$ cat config.mk
export PLATFORM = sky130hd
export DESIGN_NAME = framed_packet_field_extractor
export DESIGN_NICKNAME = d
export VERILOG_FILES = /design/src/hw/rtl/fpfe_pkg.sv /design/src/hw/rtl/fpfe_cfg_regs.sv /design/src/hw/rtl/framed_packet_field_extractor.sv
export SDC_FILE = /design/constraint.sdc
export NUM_CORES = 1
export LEC_CHECK = 0
export BUFFER_PORTS_ARGS = -buffer_cell sky130_fd_sc_hd__buf_2
export CAP_MARGIN = 20
export CORE_MARGIN = 2
export CORE_UTILIZATION = 25
export CTS_BUF_LIST = sky130_fd_sc_hd__clkbuf_2
export DETAILED_ROUTE_END_ITERATION = 7
export PLACE_DENSITY = 0.39
export SLEW_MARGIN = 25
export SYNTH_ARGS = -nofsm -noshare
export SYNTH_HDL_FRONTEND = slang
export SYNTH_HIERARCHICAL = 1
export SYNTH_SLANG_ARGS = --single-unit
$ cat constraint.sdc
create_clock -name i_clk -period 5 [get_ports i_clk]
set_clock_uncertainty 0.05 [all_clocks]
set_input_delay 0.25 -clock i_clk [delete_from_list [all_inputs] [get_ports i_clk]]
set_output_delay 0.25 -clock i_clk [all_outputs]
set_load 0.02 [all_outputs]
$ cat src/hw/rtl/fpfe_pkg.sv
// ============================================================================
// fpfe_pkg - shared types and constants for the framed packet field extractor
// Transaction payloads, configuration register indexes and packet constants.
// ============================================================================
package fpfe_pkg;

    // Packet layout: two header bytes, one length byte, then payload.
    localparam int PayloadBase = 3;
    localparam int MaxTotal    = 259;
    localparam int NumFields   = 5;
    localparam int IdxW        = 9;
    localparam int CfgIndexW   = 4;
    localparam int CfgDataW    = 9;

    // Configuration register indexes.
    localparam logic [CfgIndexW-1:0] CfgHeaderFirst  = 4'd0;
    localparam logic [CfgIndexW-1:0] CfgHeaderSecond = 4'd1;
    localparam logic [CfgIndexW-1:0] CfgMinBytes     = 4'd2;
    localparam logic [CfgIndexW-1:0] CfgThrottleOff  = 4'd3;
    localparam logic [CfgIndexW-1:0] CfgSpeedLowOff  = 4'd4;
    localparam logic [CfgIndexW-1:0] CfgSpeedHighOff = 4'd5;
    localparam logic [CfgIndexW-1:0] CfgAccelOff     = 4'd6;
    localparam logic [CfgIndexW-1:0] CfgBrakeOff     = 4'd7;

    // Captured field slots.
    localparam int FldThrottle  = 0;
    localparam int FldSpeedLow  = 1;
    localparam int FldSpeedHigh = 2;
    localparam int FldAccel     = 3;
    localparam int FldBrake     = 4;

    typedef struct packed {
        logic [7:0] data_byte;
        logic       final_byte;
    } t_in;

    typedef struct packed {
        logic              packet_ok;
        logic [7:0]        throttle;
        logic [15:0]       speed;
        logic signed [7:0] accel_tenths;
        logic [7:0]        brake;
    } t_out;

    typedef struct packed {
        logic [7:0]                  header_first;
        logic [7:0]                  header_second;
        logic [8:0]                  min_packet_bytes;
        logic [NumFields-1:0][7:0]   field_offset;
    } t_cfg;

endpackage

$ cat src/hw/rtl/fpfe_cfg_regs.sv
// ============================================================================
// fpfe_cfg_regs - configuration register file
// Holds header values, minimum length and the five payload field offsets.
// ============================================================================
module fpfe_cfg_regs (
    input  logic                          i_clk,
    input  logic                          i_rst_n,
    input  logic                          i_cfg_we,
    input  logic [fpfe_pkg::CfgIndexW-1:0] i_cfg_index,
    input  logic [fpfe_pkg::CfgDataW-1:0]  i_cfg_data,
    output fpfe_pkg::t_cfg                o_cfg
);
    import fpfe_pkg::*;

    t_cfg r_cfg;
    t_cfg n_cfg;

    always_comb begin
        n_cfg = r_cfg;
        if (i_cfg_we) begin
            case (i_cfg_index)
                CfgHeaderFirst:  n_cfg.header_first  = i_cfg_data[7:0];
                CfgHeaderSecond: n_cfg.header_second = i_cfg_data[7:0];
                CfgMinBytes:     n_cfg.min_packet_bytes = i_cfg_data;
                CfgThrottleOff:  n_cfg.field_offset[FldThrottle]  = i_cfg_data[7:0];
                CfgSpeedLowOff:  n_cfg.field_offset[FldSpeedLow]  = i_cfg_data[7:0];
                CfgSpeedHighOff: n_cfg.field_offset[FldSpeedHigh] = i_cfg_data[7:0];
                CfgAccelOff:     n_cfg.field_offset[FldAccel]     = i_cfg_data[7:0];
                CfgBrakeOff:     n_cfg.field_offset[FldBrake]     = i_cfg_data[7:0];
                default: ;  // drop writes to unmapped indexes
            endcase
        end
    end

    always_ff @(posedge i_clk) begin
        if (!i_rst_n) begin
            r_cfg.header_first     <= 8'd0;
            r_cfg.header_second    <= 8'd0;
            r_cfg.min_packet_bytes <= 9'd9;
            for (int i = 0; i < NumFields; i++) begin
                r_cfg.field_offset[i] <= 8'(i);
            end
        end else begin
            r_cfg <= n_cfg;
        end
    end

    assign o_cfg = r_cfg;

endmodule

$ cat src/hw/rtl/framed_packet_field_extractor.sv
// ============================================================================
// framed_packet_field_extractor - byte-stream packet parser
// Checks header, length and 8-bit sum of a framed packet and extracts the
// throttle, speed, acceleration and brake fields from its payload.
// ============================================================================
//
//  Channel  Direction  Handshake                 Payload
//  -------  ---------  ------------------------  ---------------------------
//  in       sink       i_in_valid / o_in_ready   t_in  (data_byte, final_byte)
//  out      source     o_out_valid / i_out_ready t_out (packet_ok + fields)
//  cfg      sink       i_cfg_we (no wait)        index 0..7, 9-bit data
//
//  One byte transaction per cycle unless stalled. Packet state updates in the
//  accept cycle, which also loads the final byte's result into the output register.
//  The input stalls only while a result sits in the output register and the
//  downstream side holds i_out_ready low.
//  Synchronous active-low reset clears packet state and loads register defaults.
//
module framed_packet_field_extractor (
    input  logic                           i_clk,
    input  logic                           i_rst_n,
    input  logic                           i_in_valid,
    output logic                           o_in_ready,
    input  fpfe_pkg::t_in                  i_in_data,
    output logic                           o_out_valid,
    input  logic                           i_out_ready,
    output fpfe_pkg::t_out                 o_out_data,
    input  logic                           i_cfg_we,
    input  logic [fpfe_pkg::CfgIndexW-1:0] i_cfg_index,
    input  logic [fpfe_pkg::CfgDataW-1:0]  i_cfg_data
);
    import fpfe_pkg::*;

    t_cfg cfg;

    fpfe_cfg_regs u_cfg (
        .i_clk       (i_clk),
        .i_rst_n     (i_rst_n),
        .i_cfg_we    (i_cfg_we),
        .i_cfg_index (i_cfg_index),
        .i_cfg_data  (i_cfg_data),
        .o_cfg       (cfg)
    );

    // Packet state
    logic [IdxW-1:0]           r_byte_index, n_byte_index;
    logic                      r_header_match, n_header_match;
    logic [7:0]                r_length_byte, n_length_byte;
    logic [7:0]                r_running_sum, n_running_sum;
    logic                      r_overlong, n_overlong;
    logic [NumFields-1:0][7:0] r_fields, n_fields;

    // Output register
    logic r_out_valid, n_out_valid;
    t_out r_out, n_out;

    logic            in_fire;
    logic            out_fire;
    logic [7:0]      b;
    logic            in_payload;
    logic [7:0]      rel;
    logic [IdxW-1:0] total;
    logic [IdxW-1:0] expected;
    logic            ok;

    // Hold the input while an untaken result fills the output register.
    assign o_in_ready = !r_out_valid || i_out_ready;
    assign in_fire    = i_in_valid && o_in_ready;
    assign out_fire   = r_out_valid && i_out_ready;
    assign b          = i_in_data.data_byte;

    assign in_payload = (r_byte_index >= IdxW'(PayloadBase))
                     && (r_byte_index <  IdxW'(MaxTotal));
    assign rel        = 8'(r_byte_index - IdxW'(PayloadBase));
    assign total      = r_byte_index + IdxW'(1);

    always_comb begin
        // Fold the current byte into header, length, capture and overlong state.
        n_header_match = r_header_match;
        n_length_byte  = r_length_byte;
        n_fields       = r_fields;
        n_overlong     = r_overlong || (r_byte_index >= IdxW'(MaxTotal));
        if (r_byte_index == IdxW'(0)) begin
            n_header_match = (b == cfg.header_first);
        end
        if (r_byte_index == IdxW'(1)) begin
            n_header_match = r_header_match && (b == cfg.header_second);
        end
        if (r_byte_index == IdxW'(2)) begin
            n_length_byte = b;
        end
        for (int i = 0; i < NumFields; i++) begin
            if (in_payload && (rel == cfg.field_offset[i])) begin
                n_fields[i] = b;
            end
        end

        // Length the header promises, taken before packet state is cleared.
        expected = IdxW'(PayloadBase) + IdxW'(n_length_byte) + IdxW'(1);

        // The checksum byte itself is excluded from the sum.
        ok = !n_overlong
          && (total >= cfg.min_packet_bytes)
          && n_header_match
          && (total == expected)
          && (r_running_sum == b);

        n_out              = '0;
        n_out.packet_ok    = ok;
        if (ok) begin
            n_out.throttle     = n_fields[FldThrottle];
            n_out.speed        = {n_fields[FldSpeedHigh], n_fields[FldSpeedLow]};
            n_out.accel_tenths = n_fields[FldAccel];
            n_out.brake        = n_fields[FldBrake];
        end

        n_running_sum = r_running_sum + b;
        n_byte_index  = (r_byte_index < IdxW'(MaxTotal)) ? r_byte_index + IdxW'(1)
                                                          : r_byte_index;
        n_out_valid   = r_out_valid && !i_out_ready;

        if (in_fire && i_in_data.final_byte) begin
            // End of packet: issue the result and clear packet state.
            n_out_valid    = 1'b1;
            n_byte_index   = '0;
            n_header_match = 1'b1;
            n_length_byte  = '0;
            n_running_sum  = '0;
            n_overlong     = 1'b0;
            n_fields       = '0;
        end
    end

    always_ff @(posedge i_clk) begin
        if (!i_rst_n) begin
            r_byte_index   <= '0;
            r_header_match <= 1'b1;
            r_length_byte  <= '0;
            r_running_sum  <= '0;
            r_overlong     <= 1'b0;
            r_fields       <= '0;
            r_out_valid    <= 1'b0;
        end else begin
            r_out_valid <= n_out_valid;
            if (in_fire) begin
                r_byte_index   <= n_byte_index;
                r_header_match <= n_header_match;
                r_length_byte  <= n_length_byte;
                r_running_sum  <= n_running_sum;
                r_overlong     <= n_overlong;
                r_fields       <= n_fields;
            end
        end
    end

    // Result payload loads only with a final byte.
    always_ff @(posedge i_clk) begin
        if (in_fire && i_in_data.final_byte) begin
            r_out <= n_out;
        end
    end

    assign o_out_valid = r_out_valid;
    assign o_out_data  = r_out;

    // ------------------------------------------------------------------------
    // Assertions
    // ------------------------------------------------------------------------
    a_final_gives_result: assert property (@(posedge i_clk) disable iff (!i_rst_n)
        (in_fire && i_in_data.final_byte) |=> o_out_valid)
        else $error("final byte did not produce a result");

    a_no_spurious_result: assert property (@(posedge i_clk) disable iff (!i_rst_n)
        (in_fire && !i_in_data.final_byte && out_fire) |=> !o_out_valid)
        else $error("result appeared without a final byte");

    a_bad_packet_zero: assert property (@(posedge i_clk) disable iff (!i_rst_n)
        (o_out_valid && !o_out_data.packet_ok) |->
        (o_out_data.throttle == 8'd0 && o_out_data.speed == 16'd0
         && o_out_data.accel_tenths == 8'sd0 && o_out_data.brake == 8'd0))
        else $error("invalid packet carries nonzero fields");

    a_index_bound: assert property (@(posedge i_clk) disable iff (!i_rst_n)
        r_byte_index <= IdxW'(MaxTotal))
        else $error("byte index past saturation");

    a_overlong_saturated: assert property (@(posedge i_clk) disable iff (!i_rst_n)
        r_overlong |-> (r_byte_index == IdxW'(MaxTotal)))
        else $error("overlong flag without saturated index");

endmodule

Yosys cells after proc, flatten, opt, wreduce, memory -nomap -nowiden
Index checks and enable logic that the tools add are counted.

Add/subtract/negate cells: 5. Reduce and logical (&&, ||, !) cells: 31. $lt $le $gt $ge: 4. Muxes and demuxes: 16. Equal/unequal tests: 18.

Operators by type and width (count): $eq A8 B8 Y1 (8); $mux W8 (8); $mux W40 (1); $add A9 B1 Y9 const B (2); $mux W9 (2); $reduce_and A2 Y1 (9); $eq A4 B3 Y1 const B (4); $logic_and A1 B1 Y1 (14); $add A2 B8 Y9 const A (1); $eq A9 B1 Y1 const B (1); $eq A9 B2 Y1 const B (1); $eq A9 B9 Y1 (1); $ge A9 B2 Y1 const B (1); $ge A9 B9 Y1 (1); $ge A9 B9 Y1 const B (1); $logic_not A9 Y1 (1); $lt A9 B9 Y1 const B (1); $add A8 B8 Y8 (1); $eq A4 B2 Y1 const B (2); $sub A8 B2 Y8 const B (1); $mux W1 (5); $eq A4 B1 Y1 const B (1); $logic_not A4 Y1 (1); $logic_not A1 Y1 (3); 2 further kinds (3).

Output and inout port bits: 43. Word-level logic and storage cells: 98. Input bits: 27. Register bits after elaboration: 174.

Longest topological paths before layout
Gate-level depths: netlist of the first run.

Depth in word-level cells: 7. Mapped depth: 15. Depth with buffers taken out: 12.

Hierarchy
The synthesis of the first run kept the hierarchy.

Modules (own cells, without submodules): framed_packet_field_extractor (cells each 667, times used 1, area each 6567.5 um^2); fpfe_cfg_regs (cells each 236, times used 1, area each 2439.8 um^2).

Worst setup path before layout of the first run
Ideal clock, no wire load.

Path kind: flip-flop to flip-flop. Start point: register r_byte_index[0]. End point: register r_out, in the netlist o_out_data[19] (data pin). Clock period less this slack: 3.746 ns. Buffers on the path: 3. Arrival time: 3.544 ns. Stages on the path, launching flop included: 16. Setup slack: 1.254 ns. Required time: 4.798 ns. Cell sequence: dfxtp_1 -> buf_1 -> inv_1 -> ha_1 -> nor4b_1 -> nand2_2 -> buf_2 -> mux2_2 -> ha_1 -> xor2_1 -> a21oi_1 -> o21ai_0 -> nor4_1 -> o211ai_1 -> clkbuf_1 -> nor3_2.

Word-level cells in the longest chain between the ends: 7. Elaborated cells between the ends (all ways): 25. Those cells by class: 4 x add/sub; 4 x order compare; 4 x eq/ne; 4 x mux; 9 x reduce/logical.

Ends and longest elaborated chain: from (decl) (RTL line framed_packet_field_extractor.sv:46) `logic [IdxW-1:0] r_byte_index, n_byte_index;`; from (signal assigned) (RTL line framed_packet_field_extractor.sv:146) `r_byte_index <= n_byte_index;`; $eq A9 B2 Y1 or $ge A9 B9 Y1 (tied branches) (RTL line framed_packet_field_extractor.sv:89, framed_packet_field_extractor.sv:82); $mux W8 or $logic_or A1 B1 Y1 (tied branches) (RTL line framed_packet_field_extractor.sv:89, framed_packet_field_extractor.sv:82); $add A2 B8 Y9 or $logic_not A1 Y1 (tied branches) (RTL line framed_packet_field_extractor.sv:99, framed_packet_field_extractor.sv:102); $add A9 B1 Y9 or $logic_and A1 B1 Y1 (tied branches) (RTL line framed_packet_field_extractor.sv:99, framed_packet_field_extractor.sv:103); $eq A9 B9 Y1 or $logic_and A1 B1 Y1 (tied branches) (RTL line framed_packet_field_extractor.sv:105, framed_packet_field_extractor.sv:104); $logic_and A1 B1 Y1 (RTL line framed_packet_field_extractor.sv:105) `&& (total == expected)`; $logic_and A1 B1 Y1 (RTL line framed_packet_field_extractor.sv:106) `&& (r_running_sum == b);`; to (signal assigned) (RTL line framed_packet_field_extractor.sv:159) `r_out <= n_out;`; to (decl) (RTL line framed_packet_field_extractor.sv:55) `t_out r_out, n_out;`.

Parallel ways exist; a longest one is shown, timed or not. A chain may end at the register's enable or synchronous reset.

Worst setup path after layout of the first run
Start point: register r_byte_index[0]. End point: register r_out, in the netlist o_out_data[6] (data pin).

The elaborated chain is that of the path after synthesis.

==> metrics.yaml, run 1 <==
leakagePower_uw: 0.003784
cp.buffers_inverters: 2
timing.fmax_ghz: 0.2310
crit_top_cell: "ha_1"
period_needed_ps: 4328
hold_viol: 0
netlist_top_cells_area: "dfxtp_1 30%, edfxtp_1 14%, mux2i_1 12%"
avgSynthCellArea_um2: 9.975
core_area_um2: 35480
holdPathStages: 4
worstPathRequired_ps: 5590
drtPass1Iterations: 4
synth_edf_count: 41
port_buffers: 69
cp.depth: 13
worst_path_largest_cell_delay_ps: 600
design_area_um2: 10400
worst-path-max-fanout: 41
clk_pin_slew_ps: 250
rr_worst_depth: 13
cts_buffers: 17
grt_max_degree: 72
fin_util: 0.2931
cts_setup_buffers: 0
post_drt_wl_per_cell_um: 17.12
via_per_inst: 4.595
placed_area_um2: 9764
crit_slowest_cell: "dfxtp_1"
cts_buffer_depth: 2
post-route-drc-count: 0
cts_tree: "done"
setup_viol: 0
status: "completed"
cp_top_family: "simple AND/OR/NAND/NOR gates"
worst_pin_slew_ps: 921.4
dr.first_iter.drc_count: 362
drive_above_1_share: 0.1591
setup_slack_ps: 671.8
p_per_area_nw_per_um2: 250.4
regArea_um2: 3894
yosysMostFrequentCell: "dfxtp_1"
synth_area_um2: 9007
cts_sinks: 174
synth-async-reset-ratio: 0
syn-num-nets: 952
synth_common_cells: "133 x dfxtp_1, 124 x nand2_1, 108 x mux2i_1, 52 x xnor2_1, 42 x clkbuf_1"
num_rows: 69
grt_usage: 0.1334
yosys_warnings: 6
num_vias: 6658
dp_hpwl_mm: 16.64
yosysSeqAreaShare: 0.4323
drv_cap: 0
synth_cells: 903
timing.hold.ws_ps: 229.1
fill_cells: 3697
cp_data_arrival_time_ps: 4920
end_kind: "flop"
relSlewSlack: 0.3857
routed_wl_mm: 24.81
slew_viol_final: 0
ant_nets: 0
nets: 1023
grt_pass1_vias: 6573
synth_cell_type_count: 70
crit_type: "reg2reg"
htree_levels: 4
pre_cts_ws_ps: 714.4
grt_overflow: 0
peakVddDrop_mv: 0.2098
antenna_found_initial: 1
hp-class: "in2reg"
synth.top_cell.area_share: 0.2956
grt_pass1_wl_mm: 39.14
finalSetupTns_ps: 0
startpoint_type: "flop"
ys_ff_latch: 174
ios: 70
multi_input_area_um2: 4770
period_share: 0.8656
clockRootBuffer: "clkbuf_2"
gp_congestion: 0.7725
start_util: 0.2539
syn_to_final_growth_pct: 15.47
synth_top_cell_by_area: "dfxtp_1"
cts_resized: 0
rsz0062_at_grt: "no"
die_x_um: 193.8
die_area_um2: 37560
worstSkewPairLatency_ps: 820
ys.flop_type: "dfxtp_1"
die_h_um: 193.8
path_cells: "inv_1, ha_1, nor4b_1, nand2_2, mux2_2, ha_1, nand3_1, mux2i_1, or4_1, o311ai_1, o2111ai_4, buf_4, nor3_1"
path summary, 6_finish.rpt:
check	from	endpoint	slack, ps
hold reg to reg	u_cfg/o_cfg[45]$_SDFFE_PN0P_	u_cfg/o_cfg[45]$_SDFFE_PN0P_	430
setup reg to reg	r_byte_index[0]$_SDFFE_PN0P_	o_out_data[6]$_SDFFCE_PN0P_	670
setup / recovery	r_byte_index[0]$_SDFFE_PN0P_	o_out_data[6]$_SDFFCE_PN0P_	670
hold / removal	i_cfg_data[1]	u_cfg/o_cfg[25]$_SDFFE_PN1P_	230
placed cells by master, fill, tap and decap left out, drive strengths merged, types with 22 or more instances in the layout:
cell type / synthesis / routed
dlygate4sd3: 0 / 36
edfxtp: 41 / 41
nand2: 126 / 126
dfxtp: 133 / 133
a22o: 24 / 24
nor3: 54 / 54
nor2: 22 / 22
inv: 23 / 28
mux2i: 108 / 108
buf: 22 / 81
nor2b: 29 / 29
xnor2: 54 / 54
xor2: 23 / 23
worst min-delay path: cells and delay by family:
kind                   cells  cell delay, ps
buffers and inverters      2             620
AND/OR/NAND/NOR            1              50
multiplexers               1             120
layer usage:
layer	up-vias	share of wire	track usage
met3	12	0.029	0.02331
met1	3207	0.50	0.1846
met5	-	0	0
met4	0	0.0098	0.03227
met2	107	0.46	0.2160
li1	3332	-	-
timing repair:
item	in CTS	in global routing
endpoints found under the setup margin	0	0
hold buffers	36	0
endpoints found under the hold margin	148	0
stage by stage:
stage,instances,power (uW)
5_1_grt,1449,2733
3_5_place_dp,1380,1759
4_1_cts,1448,2657
6_report,1449,2605
3_3_place_gp,1380,1759
2_1_floorplan,903,1670
where the power goes:
part           total (uW)  internal [uW]  leakage, uW  switching [uW]
clock network         860            296     0.000165             564
logic                 263           93.2      0.00217             169
registers            1480           1470      0.00145            14.7
total                2600           1860      0.00378             748
cells by family (layout without fill, tap and decap cells):
kind of cell	after synthesis	after routing	synth area share
AO/OA/AOI/OAI	117	117	0.09668
XOR/XNOR	80	80	0.08612
adder cells (fa/ha/maj)	22	22	0.03139
buffers and inverters	88	172	0.04139
flip-flops	174	174	0.4323
multiplexers	113	113	0.1267
other	0	1	0
AND/OR/NAND/NOR	309	309	0.1854
flip-flops by register name, summed over array words and instances, names as in the netlist:
name	count
o_out_data	41
o_out_valid	1
r_byte_index	9
r_fields	40
r_header_match	1
r_length_byte	8
r_overlong	1
r_running_sum	8
u_cfg/o_cfg	65
layout make-up:
| type | instances | area share |
|---|---|---|
| Antenna cell | 1 | 0.0002406 |
| Clock buffer | 18 | 0.008661 |
| Clock inverter | 14 | 0.01768 |
| Inverter | 23 | 0.008300 |
| Multi-Input combinational cell | 641 | 0.4586 |
| Sequential cell | 174 | 0.3744 |
| Tap cell | 461 | 0.05546 |
| Timing Repair Buffer | 117 | 0.07675 |
No activity file was read; power rests on OpenSTA's default activity.
==> inputs of run 2 (changes only) <==
--- a/config.mk
+++ b/config.mk
@@ -8,10 +8,10 @@
 export BUFFER_PORTS_ARGS = -buffer_cell sky130_fd_sc_hd__buf_2
 export CAP_MARGIN = 20
 export CORE_MARGIN = 2
-export CORE_UTILIZATION = 25
+export CORE_UTILIZATION = 45
 export CTS_BUF_LIST = sky130_fd_sc_hd__clkbuf_2
 export DETAILED_ROUTE_END_ITERATION = 7
-export PLACE_DENSITY = 0.39
+export PLACE_DENSITY = 0.62
 export SLEW_MARGIN = 25
 export SYNTH_ARGS = -nofsm -noshare
 export SYNTH_HDL_FRONTEND = slang
==> run 2 against run 1 <==
Critical path depth did not move. Sequential power is essentially flat. Die area is 44% lower. Largest cell class unchanged. Sequential share of layout area up 1.1 points. Utilization up 22 points. Cell area decreased by 2.8%. Register-to-register slack worse by 40 ps. Routed wire length is 15% lower. Maximum frequency down 0.82%. Highest routed layer unchanged.
==> metrics.yaml, run 2 (synthesis gave the netlist of run 1 again) <==
highest_layer: "met4"
cp_data_arrival_time_ps: 4930  # about the same
swShare: 0.3038  # +0.01643
setup_viol: 0  # unchanged
antenna_found_initial: 1  # unchanged
worst_pin_slew_ps: 933.3  # +11.94 ps
post_drt_wl_per_cell_um: 16.89  # -1.4%
routed_wl_mm: 21.11  # -15%
ios: 70  # unchanged
period_share: 0.8728  # +0.007198
peakVddDrop_mv: 0.1169  # -44%
grt_max_degree: 74  # +2.8%
regArea_um2: 3894  # unchanged
cts_resized: 0  # unchanged
die_x_um: 145.5  # -25%
start_util: 0.4613  # +0.2074
timing.fmax_ghz: 0.2291  # -0.82%
slew_viol_final: 0  # unchanged
p_comb_frac: 0.103  # +0.002
worst-path-max-fanout: 41  # unchanged
relSlewSlack: 0.3744  # -0.01135
end_kind: "flop"
clk_pin_slew_ps: 300  # +50 ps
gp_congestion: 0.8829  # +14%
grt_usage: 0.2019  # +0.06844
final_cell_mix: "133 x dfxtp_1, 124 x nand2_1, 108 x mux2i_1, 68 x buf_2, 52 x xnor2_1"
num_vias: 6661  # +0.045%
post-route-drc-count: 0  # unchanged
leakagePower_uw: 0.003756  # -0.73%
clockRootBuffer: "clkbuf_2"
num_rows: 51  # -26%
worstSkewPairLatency_ps: 780  # -40 ps
die_h_um: 145.5  # -25%
ant_nets: 0  # unchanged
port_buffers: 69  # unchanged
grt_pass1_vias: 6365  # -3.2%
p_per_area_nw_per_um2: 245.6  # -1.9%
sequentialPowerShare: 0.597  # +0.028
wl_met1_mm: 10.46  # -15%
design_area_um2: 10110  # -2.8%
cts_tree: "done"
status: "completed"
cts_sinks: 174  # unchanged
nets: 1020  # -0.29%
netSwitchingPower_uw: 754.1  # +0.75%
largest_reg_flops: 65  # unchanged
drtPass1Iterations: 4  # unchanged
fill_cells: 1827  # -51%
pwr-share-clk: 0.300  # -0.030
grt_pass1_wl_mm: 34.42  # -12%
final_common_cell: "dfxtp_1"
period_needed_ps: 4364  # +35.99 ps
worstPathRequired_ps: 5570  # -20 ps
routed-wl-met2_mm: 9.778  # -15%
via_per_inst: 5.329  # +16%
dp_hpwl_mm: 13.86  # -17%
cts_buffer_depth: 2  # unchanged
crit_type: "reg2reg"
multi_input_area_um2: 4765  # -0.10%
grt_overflow: 0  # unchanged
dr_wl_met3_um: 621  # -15%
p_int_uw: 1728  # -6.9%
startpoint_type: "flop"
finalSetupTns_ps: 0  # unchanged
htree_levels: 4  # unchanged
dr.first_iter.drc_count: 456  # +26%
die_area_um2: 21160  # -44%
cts_buffers: 17  # unchanged
drive_above_1_share: 0.1545  # -0.004596
hold_viol: 0  # unchanged
placed_area_um2: 9484  # -2.9%
core_area_um2: 19530  # -45%
drv_cap: 0  # unchanged
fin_util: 0.5178  # +0.2246
hp-class: "in2reg"
syn_to_final_growth_pct: 12.24
rsz0062_at_grt: "no"
[run 2: changes by cell type in the layout (fill, tap and decap cells not counted), moves of 2 or more]
| cell | previous run | this run |
|---|---|---|
| inv_8 | 3 | 5 |
| clkinv_8 | 0 | 4 |
| bufinv_16 | 3 | 0 |
| clkinv_4 | 3 | 1 |
| buf_4 | 13 | 9 |
[run 2: path summary, 6_finish.rpt]
check | start | end | slack, ps | cells past startpoint
worst max-delay path | r_byte_index[0]$_SDFFE_PN0P_ | o_out_data[39]$_SDFFCE_PN0P_ | 640 | 13
worst min-delay path | i_cfg_data[1] | u_cfg/o_cfg[25]$_SDFFE_PN1P_ | 230 | 4
worst max register to register | r_byte_index[0]$_SDFFE_PN0P_ | o_out_data[39]$_SDFFCE_PN0P_ | 640 | 13
worst min register to register | u_cfg/o_cfg[44]$_SDFFE_PN0P_ | u_cfg/o_cfg[44]$_SDFFE_PN0P_ | 430 | 2
[run 2: critical path, stage by stage (launching register included)]
cell	delay, ps
dfxtp_1	600
inv_1	210
ha_1	160
nor4b_1	510
nand2_2	380
mux2_2	410
ha_1	250
nand3_1	90
mux2i_1	90
or4_1	490
o311ai_1	130
o2111ai_4	150
buf_4	330
nor3_1	330
[run 2: final cells by class]
class / instances / area share
sequential: 174 / 0.3851
inverter: 23 / 0.008540
clock inverter: 15 / 0.01658
tap: 265 / 0.03280
clock buffer: 17 / 0.008416
timing repair buffer: 114 / 0.07698
multi-input combinational: 641 / 0.4713
antenna: 1 / 0.0002475
[run 2: power by group through the flow]
stage	sequential, uW	combinational [uW]	clock (uW)
after detailed placement	1510	236	0
after global placement	1510	235	0
after CTS	1480	256	766
after floorplan	1520	146	0
final	1480	255	745
after global routing	1490	277	828
[run 2: routing by layer]
metal,up-vias,global-route usage
li1,3330,-
met1,3171,0.2782
met2,137,0.3315
met3,23,0.03072
met4,0,0.05588
met5,-,0
[run 2: timing repair]
item,4_1_cts,5_1_grt
setup buffers,0,0
hold endpoints to repair,141,0
hold buffers,37,0
[run 2: per-stage QoR]
step | total power, uW | hold WS (ps) | instances | worst slack, ps
floorplan | 1670 | 342.1 | 903 | 1254
global placement | 1743 | 395.3 | 1180 | 995.5
detailed placement | 1745 | 401.2 | 1180 | 767.7
CTS | 2504 | 174.5 | 1249 | 737.2
global route | 2591 | 142.9 | 1250 | 382.1
finish | 2483 | 230.1 | 1250 | 635.8
==> inputs of run 3 (changes only) <==
--- a/config.mk
+++ b/config.mk
@@ -11,6 +11,7 @@
 export CORE_UTILIZATION = 45
 export CTS_BUF_LIST = sky130_fd_sc_hd__clkbuf_2
 export DETAILED_ROUTE_END_ITERATION = 7
+export GPL_TIMING_DRIVEN = 1
 export PLACE_DENSITY = 0.62
 export SLEW_MARGIN = 25
 export SYNTH_ARGS = -nofsm -noshare
==> constraint.sdc (replaced) <==
create_clock -name i_clk -period 4.25 [get_ports i_clk]
set_clock_uncertainty 0.05 [all_clocks]
set_input_delay 0.2125 -clock i_clk [delete_from_list [all_inputs] [get_ports i_clk]]
set_output_delay 0.2125 -clock i_clk [all_outputs]
set_load 0.02 [all_outputs]
==> run 3 against run 2 <==
Count of clock-buffer cells in the layout unchanged. Global-route usage decreased by 0.28 points. Cell area increased by 0.56%. Flip-flop and latch count unchanged. Cell count increased by 0.40%. Combinational power increased by 20%. Clock power increased by 22%. Sequential share of layout area decreased by 0.21 points. Routed wire length decreased by 1.3%. Worst hold slack got worse by 19 ps. First-iteration DRC count decreased by 2.2%.
==> metrics.yaml, run 3 (synthesis gave the netlist of run 1 again) <==
status: "completed"
crit_slowest_cell: "nor4b_1"
dp_hpwl_mm: 13.70  # -1.1%
startpoint_type: "flop"
cp_data_arrival_time_ps: 4500  # -430 ps
period_needed_ps: 3910  # -454.7 ps
dr.first_iter.drc_count: 446  # -2.2%
clk_pin_slew_ps: 310  # about the same
cts_setup_buffers: 0  # unchanged
num_vias: 6685  # +0.36%
worstPathRequired_ps: 4840  # -730 ps
worst_path_largest_cell_delay_ps: 620  # +20 ps
worst-path-max-fanout: 41  # unchanged
start_util: 0.4613  # unchanged
port_buffers: 69  # unchanged
path_cells: "ha_1, nor4b_1, nand2_2, mux2_2, ha_1, nand3_1, mux2i_1, or4_1, o311ai_1, o2111ai_4, buf_4, nor3_1"
final_cell_mix: "133 x dfxtp_1, 124 x nand2_1, 108 x mux2i_1, 68 x buf_2, 52 x xnor2_1"
drive_above_1_share: 0.1598  # +0.005286
drv_cap: 0  # unchanged
drtPass1Iterations: 5  # +1
grt_usage: 0.1990  # -0.002837
end_kind: "flop"
ios: 70  # unchanged
cp_top_family: "simple AND/OR/NAND/NOR gates"
worst_pin_slew_ps: 871.8  # -61.49 ps
ant_nets: 0  # unchanged
crit_top_cell: "ha_1"
p_per_area_nw_per_um2: 291.0  # +19%
cts_buffer_depth: 2  # unchanged
leakagePower_uw: 0.003784  # +0.75%
core_area_um2: 19530  # unchanged
rsz0062_at_grt: "no"
grt_max_degree: 87  # +18%
finalSetupTns_ps: 0  # unchanged
slew_viol_final: 0  # unchanged
hp-class: "in2reg"
cp.buffers_inverters: 1  # -1
worstSkewPairLatency_ps: 780  # about the same
timing.fmax_ghz: 0.2558  # +12%
relSlewSlack: 0.4188  # +0.04438
die_x_um: 145.5  # unchanged
clockRootBuffer: "clkbuf_2"
setup_viol: 0  # unchanged
period_share: 0.9199  # +0.04705
num_rows: 51  # unchanged
via_per_inst: 5.327  # about the same
grt_pass1_vias: 6422  # +0.90%
antenna_found_initial: 1  # unchanged
grt_overflow: 0  # unchanged
hold_viol: 0  # unchanged
htree_levels: 4  # unchanged
largest_reg_flops: 65  # unchanged
die_area_um2: 21160  # unchanged
finalNonFillerCells: 1255  # +0.40%
cts_tree: "done"
cts_sinks: 174  # unchanged
peakVddDrop_mv: 0.1624  # +39%
final_common_cell: "dfxtp_1"
die_h_um: 145.5  # unchanged
gp_congestion: 0.8669  # -1.8%
routed_wl_mm: 20.83  # -1.3%
syn_to_final_growth_pct: 12.86
crit_type: "reg2reg"
dp_cells: 1186  # +0.51%
grt_pass1_wl_mm: 33.93  # -1.4%
nets: 1025  # +0.49%
post_drt_wl_per_cell_um: 16.60  # -1.7%
cts_buffers: 17  # unchanged
post-route-drc-count: 0  # unchanged
## run 3: report_power, final
part / total (uW) / switching (uW) / internal [uW]
combinational: 306 / 194 / 111
clock: 912 / 705 / 207
sequential: 1740 / 14.0 / 1730
## run 3: worst reg2reg max path, delay by kind of cell, from the launching register on
kind	cells	cell delay (ps)
and+or+nand+nor	5	1640
DFF	1	600
adders and majority gates	2	470
muxes	2	440
AOI/OAI and AO/OA	2	280
buffers and inverters	1	320
## run 3: final timing paths
path,slack (ps),cells past startpoint,end,start
worst max-delay path,340,12,o_out_data[1]$_SDFFCE_PN0P_,r_byte_index[1]$_SDFFE_PN0P_
worst max register to register,340,12,o_out_data[1]$_SDFFCE_PN0P_,r_byte_index[1]$_SDFFE_PN0P_
worst min register to register,430,2,u_cfg/o_cfg[42]$_SDFFE_PN0P_,u_cfg/o_cfg[42]$_SDFFE_PN0P_
worst min-delay path,210,4,u_cfg/o_cfg[25]$_SDFFE_PN1P_,i_cfg_data[1]
## run 3: routing by layer
| metal | up-vias | GRT usage | wire length (um) |
|---|---|---|---|
| met4 | 0 | 0.04853 | 235 |
| li1 | 3351 | - | - |
| met5 | - | 0 | 0 |
| met2 | 146 | 0.3263 | 9696 |
| met1 | 3168 | 0.2754 | 10150 |
| met3 | 20 | 0.03323 | 750 |
## run 3: cell type report
cell class	count	area [um2]
fillers	1797	9360
diodes	1	2.502
clock buffers	17	85.08
flip-flops and latches	174	3894
multi-input cells	641	4765
repair buffers	119	813.3
inverters	23	86.33
clock inverters	15	188.9
well taps	265	331.6
## run 3: stage by stage
step | power (uW) | hold WS [ps] | cell area (um2) | util | setup WS (ps)
after detailed placement | 2055 | 403.5 | 9529 | 0.4880 | 426.7
final | 2959 | 210.8 | 10170 | 0.5206 | 340.4
after global routing | 3078 | 180.9 | 10170 | 0.5206 | 151.2
after global placement | 2054 | 395.8 | 9529 | 0.4880 | 572.7
after CTS | 2993 | 156.5 | 10160 | 0.5205 | 354.4
after floorplan | 1964 | 304.6 | 9007 | - | 504.4
## run 3: what timing repair did
action | 4_1_cts | 5_1_grt
gates resized for setup | 0 | 0
hold endpoints to repair | 155 | 0
hold buffers | 36 | 0
